## config.mk

```make
export PLATFORM = sky130hd
export DESIGN_NAME = solar_tracker_mode_controller
export DESIGN_NICKNAME = d
export VERILOG_FILES = /design/src/rtl/core/stmc_pkg.sv /design/src/rtl/core/stmc_ctrl.sv /design/src/rtl/core/solar_tracker_mode_controller.sv
export SDC_FILE = /design/constraint.sdc
export NUM_CORES = 1
export LEC_CHECK = 0
export BUFFER_PORTS_ARGS = -buffer_cell sky130_fd_sc_hd__buf_2
export CAP_MARGIN = 10
export CELL_PAD_IN_SITES_DETAIL_PLACEMENT = 1
export CELL_PAD_IN_SITES_GLOBAL_PLACEMENT = 1
export CORE_ASPECT_RATIO = 0.7
export CORE_MARGIN = 2
export CORE_UTILIZATION = 55
export DETAILED_ROUTE_END_ITERATION = 7
export PLACE_DENSITY = 0.92
export SYNTH_ARGS = -nofsm -noshare
export SYNTH_HDL_FRONTEND = slang
export SYNTH_SLANG_ARGS = --single-unit
```

## constraint.sdc

```tcl
create_clock -name clk -period 11.3 [get_ports clk]
set_clock_uncertainty 0.05 [all_clocks]
set_input_delay 2.825 -clock clk [delete_from_list [all_inputs] [get_ports clk]]
set_output_delay 2.825 -clock clk [all_outputs]
set_load 0.03 [all_outputs]
```

## src/rtl/core/stmc_pkg.sv

```systemverilog
package stmc_pkg;

    localparam int QUOT_W  = 12;
    localparam int SENS_W  = 15;
    localparam int CFG12_W = 12;
    localparam int TIME_W  = 16;
    localparam int DUTY_W  = 13;
    localparam int MODE_W  = 3;
    localparam int CFG_W   = 16;
    localparam int INDEX_W = 3;

    // A 15-bit sample divided by ten: multiply by ceil(2^19 / 10) and keep the top bits.
    localparam logic [TIME_W-1:0] DIV10_MUL   = 16'hCCCD;
    localparam int                DIV10_SHIFT = 19;
    localparam int                PROD_W      = SENS_W + TIME_W;

    localparam logic [TIME_W-1:0] TIME_MAX = 16'hFFFF;

    typedef enum logic [MODE_W-1:0] {
        MODE_IDLE   = 3'd0,
        MODE_SUNNY  = 3'd1,
        MODE_TRACK  = 3'd2,
        MODE_POST   = 3'd3,
        MODE_WAIT   = 3'd4,
        MODE_RETURN = 3'd5,
        MODE_MANUAL = 3'd6
    } mode_t;

    typedef enum logic [INDEX_W-1:0] {
        REG_SUN_OFFSET    = 3'd0,
        REG_SUN_THRESHOLD = 3'd1,
        REG_DEADBAND      = 3'd2,
        REG_SETTLE_MS     = 3'd3,
        REG_LOW_SUN_MS    = 3'd4,
        REG_TRACK_MS      = 3'd5,
        REG_POST_TRACK_MS = 3'd6,
        REG_RETURN_MS     = 3'd7
    } reg_index_t;

    localparam logic [CFG12_W-1:0] RST_SUN_OFFSET    = 12'd2580;
    localparam logic [CFG12_W-1:0] RST_SUN_THRESHOLD = 12'd20;
    localparam logic [CFG12_W-1:0] RST_DEADBAND      = 12'd10;
    localparam logic [TIME_W-1:0]  RST_SETTLE_MS     = 16'd5000;
    localparam logic [TIME_W-1:0]  RST_LOW_SUN_MS    = 16'd5000;
    localparam logic [TIME_W-1:0]  RST_TRACK_MS      = 16'd15000;
    localparam logic [TIME_W-1:0]  RST_POST_TRACK_MS = 16'd5000;
    localparam logic [TIME_W-1:0]  RST_RETURN_MS     = 16'd20000;

    typedef struct packed {
        logic [CFG12_W-1:0] sun_offset;
        logic [CFG12_W-1:0] sun_threshold;
        logic [CFG12_W-1:0] deadband;
        logic [TIME_W-1:0]  settle_ms;
        logic [TIME_W-1:0]  low_sun_ms;
        logic [TIME_W-1:0]  track_ms;
        logic [TIME_W-1:0]  post_track_ms;
        logic [TIME_W-1:0]  return_ms;
    } cfg_t;

    // One tick after the divide: scaled sensor readings and the button levels.
    typedef struct packed {
        logic [QUOT_W-1:0] quot_one;
        logic [QUOT_W-1:0] quot_two;
        logic              button_fwd;
        logic              button_rev;
        logic              manual_toggle;
    } item_t;

    typedef struct packed {
        logic [DUTY_W-1:0] drive_one;
        logic [DUTY_W-1:0] drive_two;
        mode_t             mode;
    } result_t;

endpackage

```

## src/rtl/core/stmc_ctrl.sv

```systemverilog
module stmc_ctrl #(
    parameter logic [stmc_pkg::DUTY_W-1:0] TRACK_DUTY  = 13'd5000,
    parameter logic [stmc_pkg::DUTY_W-1:0] MANUAL_DUTY = 13'd7000
) (
    input  logic              clk,
    input  logic              rst_n,
    input  logic              advance,
    input  stmc_pkg::item_t   item,
    input  stmc_pkg::cfg_t    cfg,
    output stmc_pkg::result_t result
);

    stmc_pkg::mode_t                mode_reg;
    stmc_pkg::mode_t                mode_next;
    logic [stmc_pkg::TIME_W-1:0]    elapsed_reg;
    logic [stmc_pkg::TIME_W-1:0]    elapsed_next;
    logic [stmc_pkg::TIME_W-1:0]    elapsed_up;
    logic [stmc_pkg::DUTY_W-1:0]    drive_one;
    logic [stmc_pkg::DUTY_W-1:0]    drive_two;
    logic                           sunny;
    logic                           one_brighter;
    logic [stmc_pkg::QUOT_W-1:0]    diff_mag;
    logic                           outside_band;

    // Sun level offset - q1 above threshold, rearranged so that nothing goes negative.
    assign sunny = {1'b0, cfg.sun_offset} >
                   ({1'b0, item.quot_one} + {1'b0, cfg.sun_threshold});

    assign one_brighter = item.quot_one >= item.quot_two;
    assign diff_mag     = one_brighter ? item.quot_one - item.quot_two
                                       : item.quot_two - item.quot_one;
    assign outside_band = diff_mag > cfg.deadband;

    assign elapsed_up = (elapsed_reg == stmc_pkg::TIME_MAX) ? elapsed_reg
                                                            : elapsed_reg + 1'b1;

    always_ff @(posedge clk or negedge rst_n)
    begin
        if (!rst_n)
        begin
            mode_reg    <= stmc_pkg::MODE_IDLE;
            elapsed_reg <= '0;
        end
        else if (advance)
        begin
            mode_reg    <= mode_next;
            elapsed_reg <= elapsed_next;
        end
    end

    always_comb
    begin
        mode_next    = mode_reg;
        elapsed_next = elapsed_up;
        drive_one    = '0;
        drive_two    = '0;
        if (item.manual_toggle)
        begin
            mode_next    = (mode_reg == stmc_pkg::MODE_MANUAL) ? stmc_pkg::MODE_IDLE
                                                               : stmc_pkg::MODE_MANUAL;
            elapsed_next = '0;
        end
        else
        begin
            case (mode_reg)
                stmc_pkg::MODE_IDLE:
                begin
                    mode_next    = sunny ? stmc_pkg::MODE_SUNNY : stmc_pkg::MODE_WAIT;
                    elapsed_next = '0;
                end
                stmc_pkg::MODE_SUNNY:
                begin
                    if (elapsed_reg >= cfg.settle_ms)
                    begin
                        mode_next    = sunny ? stmc_pkg::MODE_TRACK : stmc_pkg::MODE_IDLE;
                        elapsed_next = '0;
                    end
                end
                stmc_pkg::MODE_TRACK:
                begin
                    if (elapsed_reg >= cfg.track_ms)
                    begin
                        mode_next    = stmc_pkg::MODE_POST;
                        elapsed_next = '0;
                    end
                    else if (outside_band)
                    begin
                        if (one_brighter)
                            drive_one = TRACK_DUTY;
                        else
                            drive_two = TRACK_DUTY;
                    end
                end
                stmc_pkg::MODE_POST:
                begin
                    if (elapsed_reg >= cfg.post_track_ms)
                    begin
                        mode_next    = stmc_pkg::MODE_IDLE;
                        elapsed_next = '0;
                    end
                end
                stmc_pkg::MODE_WAIT:
                begin
                    if (sunny)
                    begin
                        mode_next    = stmc_pkg::MODE_IDLE;
                        elapsed_next = '0;
                    end
                    else if (elapsed_reg >= cfg.low_sun_ms)
                    begin
                        mode_next    = stmc_pkg::MODE_RETURN;
                        elapsed_next = '0;
                    end
                end
                stmc_pkg::MODE_RETURN:
                begin
                    if (elapsed_reg >= cfg.return_ms)
                    begin
                        mode_next    = stmc_pkg::MODE_IDLE;
                        elapsed_next = '0;
                    end
                    else
                        drive_two = TRACK_DUTY;
                end
                stmc_pkg::MODE_MANUAL:
                begin
                    // The timer is frozen while under manual control.
                    elapsed_next = elapsed_reg;
                    if (item.button_fwd)
                        drive_one = MANUAL_DUTY;
                    else if (item.button_rev)
                        drive_two = MANUAL_DUTY;
                end
                default:
                begin
                    mode_next    = stmc_pkg::MODE_IDLE;
                    elapsed_next = '0;
                end
            endcase
        end
    end

    assign result.drive_one = drive_one;
    assign result.drive_two = drive_two;
    assign result.mode      = mode_next;

`ifndef ASSERT_OFF
    a_manual_sticky: assert property (@(posedge clk) disable iff (!rst_n)
        (advance && !item.manual_toggle && mode_reg == stmc_pkg::MODE_MANUAL)
        |=> (mode_reg == stmc_pkg::MODE_MANUAL))
        else $error("manual mode left without a toggle");

    a_toggle_leaves_manual: assert property (@(posedge clk) disable iff (!rst_n)
        (advance && item.manual_toggle && mode_reg == stmc_pkg::MODE_MANUAL)
        |=> (mode_reg == stmc_pkg::MODE_IDLE && elapsed_reg == '0))
        else $error("toggle from manual did not return to idle with a cleared timer");

    a_timer_held: assert property (@(posedge clk) disable iff (!rst_n)
        !advance |=> $stable(elapsed_reg) && $stable(mode_reg))
        else $error("mode state moved without a transaction");
`endif

endmodule

```

## src/rtl/core/solar_tracker_mode_controller.sv

```systemverilog
// Channel  Handshake             Payload
// -------  --------------------  ------------------------------------------------
// in       in_valid / in_stall   sensor_one, sensor_two, button_fwd, button_rev,
//                                manual_toggle
// out      out_valid / out_stall drive_one, drive_two, mode
// cfg      cfg_we                cfg_index, cfg_data
//
// The samples of each transaction are divided by ten into the input register, and the
// mode machine then fills the result register from it once that register is free.
// One transaction is taken every cycle while the result register drains.
// Reset defaults the config, clears valid flags, and idles the machine with a zero timer.
// A stall on out backs up into in_stall only once both registers hold a transaction.
module solar_tracker_mode_controller #(
    parameter logic [12:0] TRACK_DUTY  = 13'd5000,
    parameter logic [12:0] MANUAL_DUTY = 13'd7000
) (
    input  logic                            clk,
    input  logic                            rst_n,
    input  logic                            in_valid,
    output logic                            in_stall,
    input  logic [stmc_pkg::SENS_W-1:0]     sensor_one,
    input  logic [stmc_pkg::SENS_W-1:0]     sensor_two,
    input  logic                            button_fwd,
    input  logic                            button_rev,
    input  logic                            manual_toggle,
    output logic                            out_valid,
    input  logic                            out_stall,
    output logic [stmc_pkg::DUTY_W-1:0]     drive_one,
    output logic [stmc_pkg::DUTY_W-1:0]     drive_two,
    output logic [stmc_pkg::MODE_W-1:0]     mode,
    input  logic                            cfg_we,
    input  logic [stmc_pkg::INDEX_W-1:0]    cfg_index,
    input  logic [stmc_pkg::CFG_W-1:0]      cfg_data
);

    stmc_pkg::cfg_t                     cfg_reg;
    stmc_pkg::item_t                    item_reg;
    stmc_pkg::item_t                    item_next;
    stmc_pkg::result_t                  result_reg;
    stmc_pkg::result_t                  result_next;
    logic                               item_valid_reg;
    logic                               out_valid_reg;
    logic                               out_free;
    logic                               advance;
    logic                               in_accept;
    logic [stmc_pkg::PROD_W-1:0]        prod_one;
    logic [stmc_pkg::PROD_W-1:0]        prod_two;

    assign out_free  = !out_valid_reg || !out_stall;
    assign advance   = item_valid_reg && out_free;
    assign in_stall  = item_valid_reg && !out_free;
    assign in_accept = in_valid && !in_stall;

    assign prod_one = stmc_pkg::PROD_W'(sensor_one) * stmc_pkg::PROD_W'(stmc_pkg::DIV10_MUL);
    assign prod_two = stmc_pkg::PROD_W'(sensor_two) * stmc_pkg::PROD_W'(stmc_pkg::DIV10_MUL);

    assign item_next.quot_one      = prod_one[stmc_pkg::DIV10_SHIFT +: stmc_pkg::QUOT_W];
    assign item_next.quot_two      = prod_two[stmc_pkg::DIV10_SHIFT +: stmc_pkg::QUOT_W];
    assign item_next.button_fwd    = button_fwd;
    assign item_next.button_rev    = button_rev;
    assign item_next.manual_toggle = manual_toggle;

    always_ff @(posedge clk or negedge rst_n)
    begin
        if (!rst_n)
        begin
            cfg_reg.sun_offset    <= stmc_pkg::RST_SUN_OFFSET;
            cfg_reg.sun_threshold <= stmc_pkg::RST_SUN_THRESHOLD;
            cfg_reg.deadband      <= stmc_pkg::RST_DEADBAND;
            cfg_reg.settle_ms     <= stmc_pkg::RST_SETTLE_MS;
            cfg_reg.low_sun_ms    <= stmc_pkg::RST_LOW_SUN_MS;
            cfg_reg.track_ms      <= stmc_pkg::RST_TRACK_MS;
            cfg_reg.post_track_ms <= stmc_pkg::RST_POST_TRACK_MS;
            cfg_reg.return_ms     <= stmc_pkg::RST_RETURN_MS;
        end
        else if (cfg_we)
        begin
            case (stmc_pkg::reg_index_t'(cfg_index))
                stmc_pkg::REG_SUN_OFFSET:    cfg_reg.sun_offset    <= cfg_data[11:0];
                stmc_pkg::REG_SUN_THRESHOLD: cfg_reg.sun_threshold <= cfg_data[11:0];
                stmc_pkg::REG_DEADBAND:      cfg_reg.deadband      <= cfg_data[11:0];
                stmc_pkg::REG_SETTLE_MS:     cfg_reg.settle_ms     <= cfg_data;
                stmc_pkg::REG_LOW_SUN_MS:    cfg_reg.low_sun_ms    <= cfg_data;
                stmc_pkg::REG_TRACK_MS:      cfg_reg.track_ms      <= cfg_data;
                stmc_pkg::REG_POST_TRACK_MS: cfg_reg.post_track_ms <= cfg_data;
                stmc_pkg::REG_RETURN_MS:     cfg_reg.return_ms     <= cfg_data;
                default:                     cfg_reg               <= cfg_reg;
            endcase
        end
    end

    always_ff @(posedge clk or negedge rst_n)
    begin
        if (!rst_n)
        begin
            item_valid_reg <= 1'b0;
            out_valid_reg  <= 1'b0;
        end
        else
        begin
            if (in_accept)
                item_valid_reg <= 1'b1;
            else if (advance)
                item_valid_reg <= 1'b0;

            if (advance)
                out_valid_reg <= 1'b1;
            else if (out_free)
                out_valid_reg <= 1'b0;
        end
    end

    always_ff @(posedge clk)
    begin
        if (in_accept)
            item_reg <= item_next;
        if (advance)
            result_reg <= result_next;
    end

    stmc_ctrl #(
        .TRACK_DUTY  (TRACK_DUTY),
        .MANUAL_DUTY (MANUAL_DUTY)
    ) u_ctrl (
        .clk     (clk),
        .rst_n   (rst_n),
        .advance (advance),
        .item    (item_reg),
        .cfg     (cfg_reg),
        .result  (result_next)
    );

    assign out_valid = out_valid_reg;
    assign drive_one = result_reg.drive_one;
    assign drive_two = result_reg.drive_two;
    assign mode      = result_reg.mode;

`ifndef ASSERT_OFF
    a_single_drive: assert property (@(posedge clk) disable iff (!rst_n)
        out_valid_reg |-> (drive_one == '0 || drive_two == '0))
        else $error("both motor channels driven at once");

    a_drive_one_mode: assert property (@(posedge clk) disable iff (!rst_n)
        (out_valid_reg && drive_one != '0) |->
        (mode == stmc_pkg::MODE_TRACK || mode == stmc_pkg::MODE_MANUAL))
        else $error("channel one driven outside tracking or manual");

    a_drive_two_mode: assert property (@(posedge clk) disable iff (!rst_n)
        (out_valid_reg && drive_two != '0) |->
        (mode == stmc_pkg::MODE_TRACK || mode == stmc_pkg::MODE_RETURN ||
         mode == stmc_pkg::MODE_MANUAL))
        else $error("channel two driven outside a drive mode");
`endif

endmodule

```

**Word-level counts from Yosys, hierarchy flattened**

Cells that the tools add are included.

- Bits of input ports: 57
- Output and inout port bits: 31
- Register bits after elaboration: 193

- Add/sub/neg operators: 4
- Multipliers: 2
- Mux-type cells: 37
- Reduce and logical (&&, ||, !) cells: 21
- $lt $le $gt $ge: 8
- Equal/unequal tests: 15

Operator list:

| kind | count |
|---|---|
| 13-bit two-way mux | 10 |
| 16-bit two-way mux | 8 |
| 16-bit one-hot mux with 6 select lines | 1 |
| 16-bit >= comparator | 5 |
| 15-bit by 16-bit multiplier with 31-bit output (second input constant) | 2 |
| 13-bit one-hot mux with 3 select lines | 1 |
| 3-bit two-way mux | 9 |
| 13-bit one-hot mux with 2 select lines | 1 |
| 12-bit subtractor | 2 |
| 3-bit == test (second input constant) | 7 |
| 3-bit one-hot mux with 7 select lines | 1 |
| 2-bit AND reduction | 9 |
| 16-bit by 1-bit adder with 16-bit output (second input constant) | 1 |
| 16-bit == test (second input constant) | 1 |
| 12-bit by 12-bit adder with 13-bit output | 1 |
| 12-bit by 13-bit greater-than comparator with 1-bit output | 1 |
| 3-bit by 2-bit == test with 1-bit output (second input constant) | 4 |
| 12-bit >= comparator | 1 |
| 12-bit greater-than comparator | 1 |
| 12-bit two-way mux | 1 |
| 3-bit by 1-bit == test with 1-bit output (second input constant) | 2 |
| 3-bit logical NOT | 2 |
| 1-bit logical NOT | 4 |
| 1-bit two-way mux | 4 |
| 5 further kinds | 8 |

**Logic depth before layout (Yosys ltp)**

- Word-level depth: 7
- Mapped depth: 24
- Depth with buffers taken out: 24

**Hierarchy**

Synthesis repeated with hierarchy kept, for this count alone.

- Cell total of the unflattened synthesis: 1,766
- Area total of the unflattened synthesis: 18,625.4 um^2

Modules (own cells, without submodules):

| module | instances | cells each | area an instance (um^2) |
|---|---|---|---|
| solar_tracker_mode_controller | 1 | 1,018 | 13,087.6 |
| stmc_ctrl | 1 | 748 | 5,537.8 |

**Least setup slack after synthesis**

OpenSTA, ideal clock, no wires.

- Path type: input to register
- From: input sensor_one[9] (netlist name)
- To: register item_reg[26] (netlist name), data pin
- Buffers on the path: 0
- Library setup time: 0.259 ns
- Slack: 3.256 ns
- Stages on the path: 22
- Required time: 10.991 ns
- Arrival: 7.735 ns
- Cells stage by stage: ha_1 > fa_1 > inv_1 > fa_1 > inv_1 > ha_1 > a21o_1 > fa_1 > inv_1 > fa_1 > inv_1 > ha_1 > a21oi_1 > o21ai_0 > a221oi_1 > nand2_1 > a311o_1 > nand2_1 > o2111ai_1 > a21o_1 > a21oi_1 > xnor2_1

- Longest elaborated chain between the ends: 1

RTL lines:

| item | RTL line | RTL |
|---|---|---|
| from (decl) | solar_tracker_mode_controller.sv:21 | `input logic [stmc_pkg::SENS_W-1:0] sensor_one,` |
| 15-bit by 16-bit multiplier with 31-bit output | solar_tracker_mode_controller.sv:54 | `assign prod_one = stmc_pkg::PROD_W'(sensor_one) * stmc_pkg::PROD_W'(stmc_pkg::DIV10_MUL);` |
| named net prod_one (one bit) | solar_tracker_mode_controller.sv:46 | `logic [stmc_pkg::PROD_W-1:0] prod_one;` |
| to (signal assigned) | solar_tracker_mode_controller.sv:116 | `item_reg <= item_next;` |
| to (decl) | solar_tracker_mode_controller.sv:37 | `stmc_pkg::item_t item_reg;` |

The timed path passes the listed nets, and every way through them passes these cells.
A chain may end at the register's enable or synchronous reset.

**Worst setup path after layout**

Same ends and word-level chain as after synthesis.

==> metrics.csv <==
metric,value,unit
clock-pin slew on the worst setup and hold paths,0.08,ns
Vias,14681,
num rows,54,
setup violators final,0,
ys flop type,dfrtp_1,
highest clock rate,0.108,GHz
CTS tree,done,
Post-Syn Area per Cell,10.3,um^2
CTS Hold Bufs,0,
Setup crit start kind,primary input,
CP arrival,9.45,ns
Final Max Slew Viols,0,
Hold Path Class,reg2reg,
relative slew slack,14.6,%
Least-Margin Pin Slew,1.27,ns
# DRC,0,
via/cell ratio,6.63,
CP max FO,5,
Post-Layout Cell Count,2216,
Bufs on Longest Clock Path,2,
final instance area,19100,um^2
share of layout cells above drive strength 1,14.6,%
sequential power share,18.0,%
peak per-stage delay on the critical path,0.59,ns
final worst-path cycle share,82.1,%
initial antenna violation count,1,
Pre-antenna DRT Iters,8,
TNS Setup,0,ns
H-tree levels,4,
"Seq/Total Area, Yosys",25.7,%
gr usage total,39.4,%
Sw Pwr,2.85,mW
"commonest non-fill, non-tap cell in the layout",ha_1,
Cells after DPL,2182,
final antenna-violating net count,0,
wire per inst,29.3,um
final hold vios,0,
Comb power frac,70.4,%
status,completed,
crit-path cells,buf_2 > ha_1 > fa_1 > inv_1 > fa_1 > inv_1 > ha_1 > a21o_1 > fa_1 > inv_1 > fa_1 > inv_1 > ha_1 > a21oi_1 > o21ai_0 > a221oi_1 > nand2_1 > a311o_1 > nand2_1 > o2111ai_1 > a21o_1 > a21oi_1 > xnor2_1,
clk_lat worst skew,0.47,ns
number of buffers created by CTS,17,
unrepaired setup endpoints after global routing,no,
CORE AREA,31400,um^2
most frequent cells in the layout,"367 x ha_1, 307 x inv_1, 113 x fa_1",
clk root buf,clkbuf_16,
Largest register FFs,116,
final worst path period need,9.28,ns
Crit. End Element,flip-flop,
Post-synth EDFFs,36,
port bufs,77,
vias in the first global route,16868,
full die area,33700,um^2
"Area growth, synth to finish",7.71,%
"Async S/R FF share, synth",79.2,%
sw frac,50.4,%
Synth area leaders,"ha_1 26%, dfrtp_1 14%, fa_1 13%, inv_1 6.5%, edfxtp_1 6.1%",
critical path's slowest cell,fa_1,
P_int,2.81,mW
number of I/O pins,88,
post-synth top area share,25.9,%
crit path kind,in2reg,
gr ovfl total,0,
first-pass GRT wire length,99.9,mm
Inserted Diodes,0,
Die X,219,um
max_cap viols,0,
Netlist cell types,72,
Max IR drop VDD,146,uV
number of synthesized register bits,173,
clk sink count,173,
leakage power,10.1,nW
Final Wtd Congestion,0.956,
Initial Util,56.4,%
Mapped Area,17700,um^2
Gate Count Post-Synth,1716,
setup bufs post-CTS,0,
dpl hpwl,45.1,mm
cell taking the most area after synthesis,ha_1,
dpl cell area,18500,um^2
fin nets,2320,
fill cell count,3401,
initial DRC count,1433,
post_cts resized,0,
Yosys warning total,0,
Die H,154,um
Clk pwr share,11.6,%
Worst EP required,11.47,ns
power per cell area,297,nW/um^2
DRT Wirelength,64.8,mm
largest net degree at the start of global routing,85,
==> metal layers <==
layer,wire [um],global-route usage (%),vias up
met3,5700,10.5,396
met5,14,0,-
li1,-,-,5995
met1,24300,45.7,7321
met2,30200,64.6,967
met4,4690,25.9,2
==> worst max-delay path: cells and delay by family <==
| family | cells | cell delay, ns |
|---|---|---|
| fa+ha+maj | 7 | 3.15 |
| buf+inv | 5 | 0.55 |
| simple gates | 2 | 0.35 |
| compound gates | 8 | 2.46 |
| xor+xnor | 1 | 0.11 |
==> final timing paths <==
check / from / to / slack [ns] / depth (start not counted)
min in group asynchronous: rst_n / cfg_reg[87] / 2.39 / 1
hold reg to reg: item_valid_reg / out_valid / 0.46 / 1
hold / removal: item_valid_reg / out_valid / 0.46 / 1
setup reg to reg: item_reg[16] / u_ctrl.elapsed_reg[5] / 5.24 / 23
max in group asynchronous: rst_n / cfg_reg[15] / 7.48 / 2
setup / recovery: sensor_one[9] / item_reg[26] / 2.02 / 23
==> per-stage QoR <==
step                      worst slack (ns)  hold slack, ns  power [mW]  utilization (%)
after global routing                  1.83           0.482        5.93             60.8
after global placement                2.85           0.423        4.00             58.8
final                                 2.02           0.459        5.66             60.8
after detailed placement              2.05           0.444        4.52             58.8
after floorplan                       3.26           0.406        3.40                -
after CTS                             2.24           0.463        5.50             60.7
==> kinds of logic (layout without fill, tap and decap cells) <==
kind of cell,Yosys count,after routing,synth area share (%)
adders and majority gates,480,480,38.7
buffers and inverters,353,424,8.09
AOI/OAI and AO/OA,283,283,10.8
and+or+nand+nor,268,268,7.62
DFF,173,173,25.7
muxes,101,101,6.36
xor gates and xnor gates,57,57,2.82
other,1,10,0.0212
==> power groups by stage <==
stage	registers (mW)	clock network, mW	logic (mW)
floorplan	0.954	0	2.45
global placement	0.981	0	3.01
detailed placement	1.00	0	3.52
CTS	1.01	0.649	3.84
global route	1.03	0.675	4.23
finish	1.02	0.657	3.99
==> layout make-up <==
| type | instances | area (um^2) | share of cell area, % |
|---|---|---|---|
| clock inverter | 5 | 106 | 0.557 |
| multi-input combinational | 1199 | 11800 | 61.8 |
| sequential | 173 | 4550 | 23.8 |
| inverter | 307 | 1150 | 6.03 |
| timing repair buffer | 85 | 459 | 2.40 |
| clock buffer | 27 | 504 | 2.64 |
| tap | 420 | 526 | 2.75 |
==> Yosys cell counts (all sizes together), types with 5 or more instances <==
library cell	number
nor2b	15
and4	8
o21a	10
mux2i	8
o31ai	6
edfxtp	36
fa	113
a21oi	71
nand3	23
nand2	65
or2	7
and2	5
nor2	65
inv	307
nand2b	16
a211oi	8
nor3	16
o21ai	64
nand4	22
clkbuf	22
o211ai	6
xnor2	35
ha	367
xor2	22
o21bai	7
dfrtp	102
and3	12
mux2	93
a31oi	10
a21o	63
buf	24
dfstp	35
Note: power is estimated with default switching activity, not from simulation.
